===== src/rtl/ttpsc_pkg.sv =====
// Shared types and constants for the tap tempo / patch switch clock unit.
// No dependencies.
package ttpsc_pkg;

	localparam int MAX_PATCHES_DEF = 128;
	localparam int MAX_BPM_DEF     = 1000;

	localparam int US_PER_MINUTE  = 60000000;
	localparam int TICKS_PER_BEAT = 24;
	localparam int US_PER_TICKMIN = US_PER_MINUTE / TICKS_PER_BEAT;
	localparam int RESET_TEMPO    = 120;
	localparam int RESET_TRIM     = 2000;
	localparam int RESET_PATCHES  = 4;
	localparam int RESET_IV       = US_PER_TICKMIN / RESET_TEMPO;

	// divider dividend width covers 60000000
	localparam int DIV_W = 26;
	localparam int IV_W  = 22;

	typedef struct packed {
		logic [31:0] now_us;
		logic        button_a;
		logic        button_b;
	} item_t;

	typedef struct packed {
		logic       clock_pulse;
		logic       send_patch;
		logic [6:0] send_index;
		logic       preview_update;
		logic [6:0] preview_index;
		logic [9:0] tempo_bpm;
	} result_t;

	typedef enum logic [1:0] {
		BTN_NONE = 2'd0,
		BTN_A    = 2'd1,
		BTN_B    = 2'd2
	} btn_class_t;

	typedef struct packed {
		logic [31:0] now_us;
		btn_class_t  cls;
	} cmd_t;

	typedef enum logic {
		CFG_PATCH_COUNT = 1'b0,
		CFG_CLOCK_TRIM  = 1'b1
	} cfg_index_t;

	typedef struct packed {
		logic       wr;
		cfg_index_t index;
		logic [15:0] data;
	} cfg_wr_t;

endpackage


===== src/rtl/ttpsc_fifo.sv =====
// Two-entry register queue, generic width.
// No package dependencies.
module ttpsc_fifo #(
	parameter int WIDTH = 8
) (
	input  logic             clk,
	input  logic             arst_n,
	input  logic             push,
	input  logic [WIDTH-1:0] din,
	output logic             full,
	input  logic             pop,
	output logic [WIDTH-1:0] dout,
	output logic             empty
);
	logic [WIDTH-1:0] mem_q [2];
	logic             wr_ptr_q;
	logic             rd_ptr_q;
	logic [1:0]       count_q;
	logic             do_push;
	logic             do_pop;

	assign full    = (count_q == 2'd2);
	assign empty   = (count_q == 2'd0);
	assign do_push = push && !full;
	assign do_pop  = pop && !empty;
	assign dout    = mem_q[rd_ptr_q];

	always_ff @(posedge clk) begin
		if (do_push) begin
			mem_q[wr_ptr_q] <= din;
		end
	end

	always_ff @(posedge clk or negedge arst_n) begin
		if (!arst_n) begin
			wr_ptr_q <= 1'b0;
			rd_ptr_q <= 1'b0;
			count_q  <= 2'd0;
		end else begin
			if (do_push) wr_ptr_q <= !wr_ptr_q;
			if (do_pop) rd_ptr_q <= !rd_ptr_q;
			case ({do_push, do_pop})
				2'b10:   count_q <= count_q + 2'd1;
				2'b01:   count_q <= count_q - 2'd1;
				default: count_q <= count_q;
			endcase
		end
	end
endmodule


===== src/rtl/ttpsc_front.sv =====
// Front end: button press classification with latched levels.
// Depends on ttpsc_pkg.
module ttpsc_front import ttpsc_pkg::*; (
	input  logic  clk,
	input  logic  arst_n,
	input  logic  accept,
	input  item_t item,
	output cmd_t  cmd
);
	logic held_a_q;
	logic held_b_q;
	logic ignore;

	// a press while its latch is still set blocks both buttons
	assign ignore = (item.button_a && held_a_q) || (item.button_b && held_b_q);

	always_comb begin
		cmd.now_us = item.now_us;
		if (ignore) begin
			cmd.cls = BTN_NONE;
		end else if (item.button_a) begin
			cmd.cls = BTN_A;
		end else if (item.button_b) begin
			cmd.cls = BTN_B;
		end else begin
			cmd.cls = BTN_NONE;
		end
	end

	always_ff @(posedge clk or negedge arst_n) begin
		if (!arst_n) begin
			held_a_q <= 1'b0;
			held_b_q <= 1'b0;
		end else if (accept && !ignore) begin
			held_a_q <= item.button_a;
			held_b_q <= item.button_b;
		end
	end
endmodule


===== src/rtl/ttpsc_div.sv =====
// Restoring divider, one quotient bit per cycle, DIV_W-bit dividend.
// Depends on ttpsc_pkg.
module ttpsc_div import ttpsc_pkg::*; (
	input  logic             clk,
	input  logic             arst_n,
	input  logic             start,
	input  logic [DIV_W-1:0] dividend,
	input  logic [31:0]      divisor,
	output logic             done,
	output logic [DIV_W-1:0] quotient
);
	localparam int CNT_W = $clog2(DIV_W);

	logic [31:0]      rem_q;
	logic [DIV_W-1:0] quo_q;
	logic [31:0]      div_q;
	logic [CNT_W-1:0] cnt_q;
	logic             busy_q;
	logic [32:0]      sh;
	logic             ge;
	logic [31:0]      diff;

	assign sh       = {rem_q, quo_q[DIV_W-1]};
	assign ge       = (sh >= {1'b0, div_q});
	// when ge holds the difference is below the divisor and fits 32 bits
	assign diff     = sh[31:0] - div_q;
	assign done     = busy_q && (cnt_q == CNT_W'(DIV_W - 1));
	assign quotient = {quo_q[DIV_W-2:0], ge};

	always_ff @(posedge clk) begin
		if (start) begin
			rem_q <= '0;
			quo_q <= dividend;
			div_q <= divisor;
		end else if (busy_q) begin
			rem_q <= ge ? diff : sh[31:0];
			quo_q <= {quo_q[DIV_W-2:0], ge};
		end
	end

	always_ff @(posedge clk or negedge arst_n) begin
		if (!arst_n) begin
			busy_q <= 1'b0;
			cnt_q  <= '0;
		end else if (start) begin
			busy_q <= 1'b1;
			cnt_q  <= '0;
		end else if (done) begin
			busy_q <= 1'b0;
		end else if (busy_q) begin
			cnt_q <= cnt_q + CNT_W'(1);
		end
	end
endmodule


===== src/rtl/ttpsc_back.sv =====
// Back end: clock schedule, patch preview/commit, tap tempo with shared divider.
// Depends on ttpsc_pkg and ttpsc_div.
module ttpsc_back import ttpsc_pkg::*; #(
	parameter int MAX_PATCHES = MAX_PATCHES_DEF,
	parameter int MAX_BPM     = MAX_BPM_DEF
) (
	input  logic    clk,
	input  logic    arst_n,
	input  cfg_wr_t cfg,
	input  logic    cmd_empty,
	input  cmd_t    cmd,
	output logic    cmd_pop,
	input  logic    res_full,
	output logic    res_push,
	output result_t res
);
	localparam int PATCH_LIM = (MAX_PATCHES > 128) ? 128 : MAX_PATCHES;
	localparam int TEMPO_CAP = (MAX_BPM > 1023) ? 1023 : MAX_BPM;

	typedef enum logic [2:0] {
		ST_IDLE  = 3'b001,
		ST_TEMPO = 3'b010,
		ST_IV    = 3'b100
	} state_t;

	state_t           state_q;
	logic [7:0]       patch_count_q;
	logic [15:0]      trim_q;
	logic [6:0]       preview_q;
	logic [6:0]       active_q;
	logic [9:0]       tempo_q;
	logic [IV_W-1:0]  iv_q;
	logic [31:0]      due_q;
	logic [31:0]      first_tap_q;
	result_t          pend_q;

	logic             div_start;
	logic [DIV_W-1:0] div_dividend;
	logic [31:0]      div_divisor;
	logic             div_done;
	logic [DIV_W-1:0] div_quo;

	logic             take;
	logic             pulse;
	logic [IV_W-1:0]  iv_net;
	logic [7:0]       lim;
	logic [7:0]       nxt;
	logic [6:0]       preview_n;
	logic             is_adv;
	logic             is_commit;
	logic             is_tap;
	logic             tap_second;
	logic [31:0]      span;
	logic [9:0]       tap_tempo;
	result_t          res_now;

	ttpsc_div u_div (
		.clk      (clk),
		.arst_n   (arst_n),
		.start    (div_start),
		.dividend (div_dividend),
		.divisor  (div_divisor),
		.done     (div_done),
		.quotient (div_quo)
	);

	assign take    = (state_q == ST_IDLE) && !cmd_empty && !res_full;
	assign cmd_pop = take;

	assign pulse  = (cmd.now_us >= due_q);
	assign iv_net = (iv_q > IV_W'(trim_q)) ? (iv_q - IV_W'(trim_q)) : '0;

	always_comb begin
		lim = (patch_count_q > 8'(PATCH_LIM)) ? 8'(PATCH_LIM) : patch_count_q;
		if (lim == 8'd0) lim = 8'd1;
		nxt = {1'b0, preview_q} + 8'd1;
		if (nxt >= lim) nxt = 8'd0;
	end

	assign is_adv     = (cmd.cls == BTN_A);
	assign is_commit  = (cmd.cls == BTN_B) && (active_q != preview_q);
	assign is_tap     = (cmd.cls == BTN_B) && (active_q == preview_q);
	assign tap_second = is_tap && (first_tap_q != 32'd0);
	assign span       = cmd.now_us - first_tap_q;
	assign preview_n  = is_adv ? nxt[6:0] : preview_q;

	// quotient beyond the cap clamps; above one minute of span it floors at 1
	always_comb begin
		if (div_quo > DIV_W'(TEMPO_CAP)) begin
			tap_tempo = 10'(TEMPO_CAP);
		end else if (div_quo == '0) begin
			tap_tempo = 10'd1;
		end else begin
			tap_tempo = div_quo[9:0];
		end
	end

	always_comb begin
		res_now.clock_pulse    = pulse;
		res_now.send_patch     = is_commit;
		res_now.send_index     = is_commit ? preview_q : 7'd0;
		res_now.preview_update = is_adv;
		res_now.preview_index  = preview_n;
		res_now.tempo_bpm      = (tap_second && span == 32'd0) ? 10'(TEMPO_CAP) : tempo_q;
	end

	always_comb begin
		div_start    = 1'b0;
		div_dividend = DIV_W'(US_PER_TICKMIN);
		div_divisor  = {22'd0, tempo_q};
		res_push     = 1'b0;
		res          = res_now;
		unique case (state_q)
			ST_IDLE: begin
				if (take && tap_second) begin
					div_start = 1'b1;
					if (span != 32'd0) begin
						div_dividend = DIV_W'(US_PER_MINUTE);
						div_divisor  = span;
					end else begin
						div_divisor = 32'(TEMPO_CAP);
					end
				end
				res_push = take && !(tap_second && span != 32'd0);
			end
			ST_TEMPO: begin
				res           = pend_q;
				res.tempo_bpm = tap_tempo;
				res_push      = div_done;
				div_start     = div_done;
				div_divisor   = {22'd0, tap_tempo};
			end
			ST_IV: begin
			end
			default: begin
			end
		endcase
	end

	always_ff @(posedge clk) begin
		if (take) pend_q <= res_now;
	end

	always_ff @(posedge clk or negedge arst_n) begin
		if (!arst_n) begin
			state_q       <= ST_IDLE;
			patch_count_q <= 8'(RESET_PATCHES);
			trim_q        <= 16'(RESET_TRIM);
			preview_q     <= '0;
			active_q      <= '0;
			tempo_q       <= 10'(RESET_TEMPO);
			iv_q          <= IV_W'(RESET_IV);
			due_q         <= 32'(RESET_IV);
			first_tap_q   <= '0;
		end else begin
			if (cfg.wr) begin
				unique case (cfg.index)
					CFG_PATCH_COUNT: patch_count_q <= cfg.data[7:0];
					CFG_CLOCK_TRIM:  trim_q        <= cfg.data;
					default: begin
					end
				endcase
			end
			unique case (state_q)
				ST_IDLE: begin
					if (take) begin
						if (pulse) due_q <= cmd.now_us + 32'(iv_net);
						preview_q <= preview_n;
						if (is_commit) active_q <= preview_q;
						if (is_tap) first_tap_q <= tap_second ? 32'd0 : cmd.now_us;
						if (tap_second) begin
							if (span == 32'd0) begin
								tempo_q <= 10'(TEMPO_CAP);
								state_q <= ST_IV;
							end else begin
								state_q <= ST_TEMPO;
							end
						end
					end
				end
				ST_TEMPO: begin
					if (div_done) begin
						tempo_q <= tap_tempo;
						state_q <= ST_IV;
					end
				end
				ST_IV: begin
					if (div_done) begin
						iv_q    <= div_quo[IV_W-1:0];
						state_q <= ST_IDLE;
					end
				end
				default: state_q <= ST_IDLE;
			endcase
		end
	end
endmodule


===== src/rtl/tap_tempo_patch_switch_clock_unit.sv =====
// Top level of the tap tempo / patch switch clock unit.
// Depends on ttpsc_pkg, ttpsc_fifo, ttpsc_front, ttpsc_back.
//
// Each pushed item (timestamp plus two button levels) yields exactly one result.
// An item without a completed tap pair is handled while the back end is idle. The
// second tap of a pair with a nonzero interval holds the back end busy while the
// one-bit-per-cycle divider first derives the tempo (26 steps) and then
// the clock tick interval (26 steps) before the next item is taken; its result
// leaves once the tempo is known. A second tap with a zero interval skips the
// tempo division. Two-entry queues sit before and after the back end.
// Configuration writes are always ready.
module tap_tempo_patch_switch_clock_unit import ttpsc_pkg::*; #(
	parameter int MAX_PATCHES = MAX_PATCHES_DEF,
	parameter int MAX_BPM     = MAX_BPM_DEF
) (
	input  logic        clk,
	input  logic        arst_n,
	input  logic        push,
	output logic        full,
	input  item_t       item,
	output logic        empty,
	input  logic        pop,
	output result_t     result,
	input  logic        cfg_valid,
	output logic        cfg_ready,
	input  cfg_index_t  cfg_index,
	input  logic [15:0] cfg_data
);
	cmd_t    cmd_in;
	cmd_t    cmd_out;
	logic    cmd_empty;
	logic    cmd_pop;
	logic    res_full;
	logic    res_push;
	result_t res_in;
	cfg_wr_t cfg;
	logic    accept;

	assign cfg_ready = 1'b1;
	assign accept    = push && !full;

	always_comb begin
		cfg.wr    = cfg_valid && cfg_ready;
		cfg.index = cfg_index;
		cfg.data  = cfg_data;
	end

	ttpsc_front u_front (
		.clk    (clk),
		.arst_n (arst_n),
		.accept (accept),
		.item   (item),
		.cmd    (cmd_in)
	);

	ttpsc_fifo #(.WIDTH($bits(cmd_t))) u_cmd_q (
		.clk    (clk),
		.arst_n (arst_n),
		.push   (push),
		.din    (cmd_in),
		.full   (full),
		.pop    (cmd_pop),
		.dout   (cmd_out),
		.empty  (cmd_empty)
	);

	ttpsc_back #(
		.MAX_PATCHES (MAX_PATCHES),
		.MAX_BPM     (MAX_BPM)
	) u_back (
		.clk       (clk),
		.arst_n    (arst_n),
		.cfg       (cfg),
		.cmd_empty (cmd_empty),
		.cmd       (cmd_out),
		.cmd_pop   (cmd_pop),
		.res_full  (res_full),
		.res_push  (res_push),
		.res       (res_in)
	);

	ttpsc_fifo #(.WIDTH($bits(result_t))) u_res_q (
		.clk    (clk),
		.arst_n (arst_n),
		.push   (res_push),
		.din    (res_in),
		.full   (res_full),
		.pop    (pop),
		.dout   (result),
		.empty  (empty)
	);
endmodule

===== config.mk =====
export PLATFORM = sky130hd
export DESIGN_NAME = tap_tempo_patch_switch_clock_unit
export DESIGN_NICKNAME = d
export VERILOG_FILES = /design/src/rtl/ttpsc_pkg.sv /design/src/rtl/ttpsc_fifo.sv /design/src/rtl/ttpsc_front.sv /design/src/rtl/ttpsc_div.sv /design/src/rtl/ttpsc_back.sv /design/src/rtl/tap_tempo_patch_switch_clock_unit.sv
export SDC_FILE = /design/constraint.sdc
export NUM_CORES = 1
export LEC_CHECK = 0
export ABC_AREA = 1
export BUFFER_PORTS_ARGS = -buffer_cell sky130_fd_sc_hd__buf_2
export CAP_MARGIN = 5
export CORE_UTILIZATION = 41
export DETAILED_ROUTE_END_ITERATION = 8
export GPL_TIMING_DRIVEN = 0
export MAX_ROUTING_LAYER = met4
export PLACE_DENSITY_LB_ADDON = 0.15
export SLEW_MARGIN = 30
export SYNTH_ARGS = -nofsm -noshare
export SYNTH_HDL_FRONTEND = slang
export SYNTH_SLANG_ARGS = --single-unit

===== constraint.sdc =====
create_clock -name clk -period 6.7 [get_ports clk]
set_input_delay 1.005 -clock clk [delete_from_list [all_inputs] [get_ports clk]]
set_output_delay 1.005 -clock clk [all_outputs]
set_load 0.03 [all_outputs]

==> impl.org <==
** Setup path
- Critical path launch point :: u_cmd_q.rd_ptr_q
- Worst Path Arrival :: 5980 ps
- Critical-path maximum fanout :: 18
- STA classifies the critical path endpoint as a register.
- Worst endpoint required time :: 7000 ps
- STA classifies the critical path startpoint as a register.
- Flop2flop setup slack :: 1020 ps
- The critical path ends at u_res_q.mem_q[1][3].
- By startpoint and endpoint, the worst setup path is classified as register to register.
- The endpoint identified for the worst register-to-register timing path is u_res_q.mem_q[1][3].
- Reg2reg start :: u_cmd_q.rd_ptr_q
- Worst Reg2Reg Path Length in Cells :: 25

** Global routing
- Across every metal layer, demand over resource in global routing totals 0.229.
- After global routing, the most crowded layer is met2.
- The initial antenna violation count came to 0.
- The number of global-route vias before repair is 18897.
- For this run, global-route usage on met1 was measured as 0.307.
- First-pass GRT wire length :: 101000 um
- In the global route stage, met3 resource usage came out at 0.0255.
- For this run the aggregate overflow at the end of global routing stands at 0.
- Entering global routing, the biggest net connects a little over 80 pins.
- For met2 alone, demand over resource in global routing was 0.364.

** Drt
- Dividing the detail-routed via count by the number of cells gives approximately 5.1.
- The detailed router finished its first iteration with ~1300 violations.
- Once detail routing completed, the nets flagged for antenna violations numbered 0.
- The final layout contains routed wiring with a total length of 63800 um.
- Post-detailed-route wirelength per cell :: approximately 17 um
- Vias after detailed routing :: 19508
- The first detailed-routing pass took 5 iterations.
- Remaining design rule violation count :: 0

** Placed design
- After legalization and detailed placement, the total HPWL measured 50200 um.
- Timing analysis after detailed placement gives a worst setup slack of roughly 930 ps.
- Port Buffer Count :: 84
- At the end of routability-driven placement, the weighted congestion stood at 0.942.

** Synthesis
- Register area share after synthesis :: 0.446
- Number of instances in the synthesized netlist :: between 2000 and 3000
- After synthesis the cells add up to approximately 23000 sq um.
- Yosys attributes the largest share of cell area to sky130_fd_sc_hd__edfxtp_1, sky130_fd_sc_hd__dfrtp_1, sky130_fd_sc_hd__nand2_1, sky130_fd_sc_hd__ha_1, sky130_fd_sc_hd__inv_1.
- Warning count from the yosys run :: 0
- In the post-synthesis netlist, the cell with the most instances is sky130_fd_sc_hd__nand2_1.
- Counting flops and latches in the post-synthesis netlist gives about 380.
- After synthesis, the netlist uses 57 different library cells.
- After synthesis, the mean cell area works out to 8.01 sq um.
- In the synthesized netlist the dominant register cell turns out to be sky130_fd_sc_hd__edfxtp_1.
- Number of enable flip-flop cells after synthesis :: between 150 and 200
- Library cell occupying the most area in the post-synthesis netlist :: sky130_fd_sc_hd__edfxtp_1
- The number of nets in the synthesized netlist is 3120.
- For this run, asynchronously set or reset flops after synthesis account for 0.401.
- The commonest cells after synthesis are sky130_fd_sc_hd__nand2_1, sky130_fd_sc_hd__inv_1, sky130_fd_sc_hd__o21ai_0, sky130_fd_sc_hd__nor2_1, sky130_fd_sc_hd__edfxtp_1.
- Yosys top cell area share :: 0.253

** Floorplan
- Die extent in y :: 241 um
- Core area :: 56300 sq um
- The initial utilization of the core area, before any placement, comes to 0.415.
- Full die area :: 57900 sq um
- The die is 241 um wide.
- The floorplan has between 80 and 90 rows.
- I/O pins :: 86

** Cells and area
- Share of post-route cells with drive strength above 1 :: 0.0917
- Sequential cell area in the final layout :: 10400 sq um
- # diodes :: 0
- Summing all multi-input logic gate instances after layout gives 11100 sq um.
- After the last flow step, the layout net total stands at 3256.
- Filler Cells Inserted :: 5588
- Share of the core filled with cells in the final layout :: 0.469
- Area growth from synthesis to final layout :: 13.1%

** Pwr
- The share of total power dissipated in the clock network is 0.182.
- For this design the total switching power over the nets is 6480 uW.
- Proportion of power drawn by flip-flops and latches :: 0.280
- Pleak :: 0.0125 uW
- Of the total power, the share spent switching nets is 0.470.
- Comb power frac :: 0.538
- In this run the power density over the cells is 522 nW/um^2.
- Worst voltage drop across the vdd grid :: 0.241 mV
- The internal portion of the total power is 7290 uW.

** STA
- Max Freq :: roughly 180 MHz
- Max-slew violations :: 0
- Setup repair after global routing left no endpoint under its margin.
- In the post-route analysis, the smallest setup slack over all paths is 1020 ps.
- In the finished design, the share of the clock period the worst path needs comes to 0.848.
- Worst setup skew after layout :: about 33 ps
- For the pin with the worst max-slew slack, the measured transition is 945 ps.
- The number of hold violations in the final report is 0.
- Measured against its own limit, the worst slew margin works out to 0.363.
- The worst path needs 5680 ps of the cycle, external delays included.
- Setup violations remaining at the end of the flow were counted as 0.

** Clock network
- Post-CTS timing repair inserted 0 buffers for setup.
- Number of clock buffers inserted by TritonCTS :: 45
- TritonCTS built the clock tree.
- No sink is reached through more buffers than the 3 on the longest clock path.
- The number of gates resized after CTS was 0.
- Counting every sink on the clock net gives 382.
- Number of buffers inserted for hold repair after clock tree synthesis :: 0
- Maximum level of the CTS H-tree :: 2
- Clock root buffer :: sky130_fd_sc_hd__clkbuf_16
- Clock transition at the register clock pins on the worst setup and hold paths after CTS :: 60 ps
- Source-to-sink clock delay at the later pin of the worst-skew pair :: 600 ps

** Worst hold path
- The worst hold path belongs to the class input port to asynchronous set/reset pin.

** Flow run
- Maxcap violations :: 0

** Status
- The flow ran to the end, and the final reports show no timing, DRC or antenna violations.
[layout by cell type, fill, tap and decap left out, types with 9 or more instances in the layout]
master	netlist	routed
sky130_fd_sc_hd__ha_1	148	148
sky130_fd_sc_hd__a21oi_1	154	154
sky130_fd_sc_hd__nor3_1	32	32
sky130_fd_sc_hd__inv_1	406	405
sky130_fd_sc_hd__o211ai_1	13	13
sky130_fd_sc_hd__inv_2	10	11
sky130_fd_sc_hd__nand2_1	808	808
sky130_fd_sc_hd__dfxtp_1	32	32
sky130_fd_sc_hd__dfstp_2	24	24
sky130_fd_sc_hd__clkbuf_1	37	44
sky130_fd_sc_hd__nand4_1	41	41
sky130_fd_sc_hd__nor2_1	215	212
sky130_fd_sc_hd__clkbuf_16	0	45
sky130_fd_sc_hd__dfrtp_1	129	129
sky130_fd_sc_hd__o22ai_1	21	21
sky130_fd_sc_hd__a21o_1	9	9
sky130_fd_sc_hd__buf_4	8	9
sky130_fd_sc_hd__buf_2	16	99
sky130_fd_sc_hd__nand3b_1	11	11
sky130_fd_sc_hd__clkinv_1	2	10
sky130_fd_sc_hd__o21ai_0	222	221
sky130_fd_sc_hd__xor2_1	50	50
sky130_fd_sc_hd__mux2_2	23	23
sky130_fd_sc_hd__xnor2_1	49	49
sky130_fd_sc_hd__o21ai_1	16	16
sky130_fd_sc_hd__edfxtp_1	197	197
sky130_fd_sc_hd__nor4_1	17	16
sky130_fd_sc_hd__nand3_1	130	130
[power by group through the flow]
stage	clock, uW	combinational [uW]	sequential, uW
6_report	2500	7410	3860
5_1_grt	2650	8360	3940
4_1_cts	2560	7430	3860
3_5_place_dp	0	7390	3890
3_3_place_gp	0	7190	3880
2_1_floorplan	0	5230	3800
[per-layer routing]
layer / part of all wire / wire length, um
met3: 0.044 / 2820
met5: 0 / 0
met2: 0.46 / 29500
met1: 0.47 / 29800
met4: 0.026 / 1640
[sequential cells by signal (all words and copies together), names as in the netlist, 2 cells and up]
register	flops
u_back.tempo_q	10
u_back.u_div.div_q	32
u_back.iv_q	22
u_back.first_tap_q	32
u_cmd_q.count_q	2
u_back.pend_q	17
u_back.u_div.rem_q	32
u_back.u_div.quo_q	26
u_back.active_q	7
u_back.patch_count_q	8
u_back.preview_q	7
u_back.trim_q	16
u_cmd_q.mem_q	68
u_back.state_q	3
u_res_q.count_q	2
u_res_q.mem_q	54
u_back.u_div.cnt_q	5
u_back.due_q	32
[metrics by stage]
step	power [uW]	cells	instance area, sq um	hold slack (ps)	setup TNS, ps
3_3_place_gp	11100	3752	24700	449	-7620
3_5_place_dp	11300	3757	24900	457	0
5_1_grt	15000	3841	26400	380	0
6_report	13800	3841	26400	341	0
4_1_cts	13800	3841	26400	354	0
2_1_floorplan	9030	2912	23300	442	0
[kinds of logic (layout without fill, tap and decap cells)]
logic type               Yosys count  count (layout)  share of synthesized area
XOR/XNOR                          99              99                     0.0372
other                              1               1                   0.000161
AND/OR/NAND/NOR                 1283            1283                      0.228
buffers and inverters            487             660                     0.0811
adder cells (fa/ha/maj)          152             152                     0.0828
AO/OA/AOI/OAI                    483             483                      0.113
multiplexers                      25              25                     0.0120
flip-flops                       382             382                      0.446
[worst min-delay path by stage]
stage                     cells past startpoint  slack (ps)                end         startpoint
after floorplan                               2         440  u_back.tempo_q[7]  u_back.tempo_q[7]
after global placement                        2         450  u_back.tempo_q[3]  u_back.tempo_q[3]
after detailed placement                      2         460  u_back.tempo_q[3]  u_back.tempo_q[3]
after CTS                                     1         350   u_res_q.rd_ptr_q             arst_n
after global routing                          1         380   u_res_q.rd_ptr_q             arst_n
final                                         1         340   u_res_q.rd_ptr_q             arst_n
[critical path, stage by stage, from the launching register on]
cell and delay (ps):
sky130_fd_sc_hd__dfrtp_1 350, sky130_fd_sc_hd__buf_4 220, sky130_fd_sc_hd__clkbuf_1 330, sky130_fd_sc_hd__buf_2 320
sky130_fd_sc_hd__buf_1 430, sky130_fd_sc_hd__o21ai_0 480, sky130_fd_sc_hd__ha_1 380, sky130_fd_sc_hd__fa_1 410
sky130_fd_sc_hd__inv_1 100, sky130_fd_sc_hd__nand3_1 100, sky130_fd_sc_hd__nand2_2 130, sky130_fd_sc_hd__nand2_1 80
sky130_fd_sc_hd__nand2_1 130, sky130_fd_sc_hd__nand2_1 70, sky130_fd_sc_hd__nand2_1 120, sky130_fd_sc_hd__nand2_1 80
sky130_fd_sc_hd__nand3_1 80, sky130_fd_sc_hd__nand2_1 160, sky130_fd_sc_hd__nor2_1 140, sky130_fd_sc_hd__nand3_1 160
sky130_fd_sc_hd__o21bai_1 180, sky130_fd_sc_hd__nand2_1 70, sky130_fd_sc_hd__nand2_1 160, sky130_fd_sc_hd__nand2_1 150
sky130_fd_sc_hd__nor2_4 350, sky130_fd_sc_hd__buf_16 210
[area by class of cell]
| class | count | share of cell area |
|---|---|---|
| Tap cell | 756 | 0.0358 |
| Multi-Input combinational cell | 2043 | 0.420 |
| Inverter | 418 | 0.0595 |
| Sequential cell | 382 | 0.395 |
| Timing Repair Buffer | 89 | 0.0207 |
| Buffer | 69 | 0.0124 |
| Clock inverter | 29 | 0.0125 |
| Clock buffer | 55 | 0.0449 |
No activity file was read; power rests on OpenSTA's default activity.
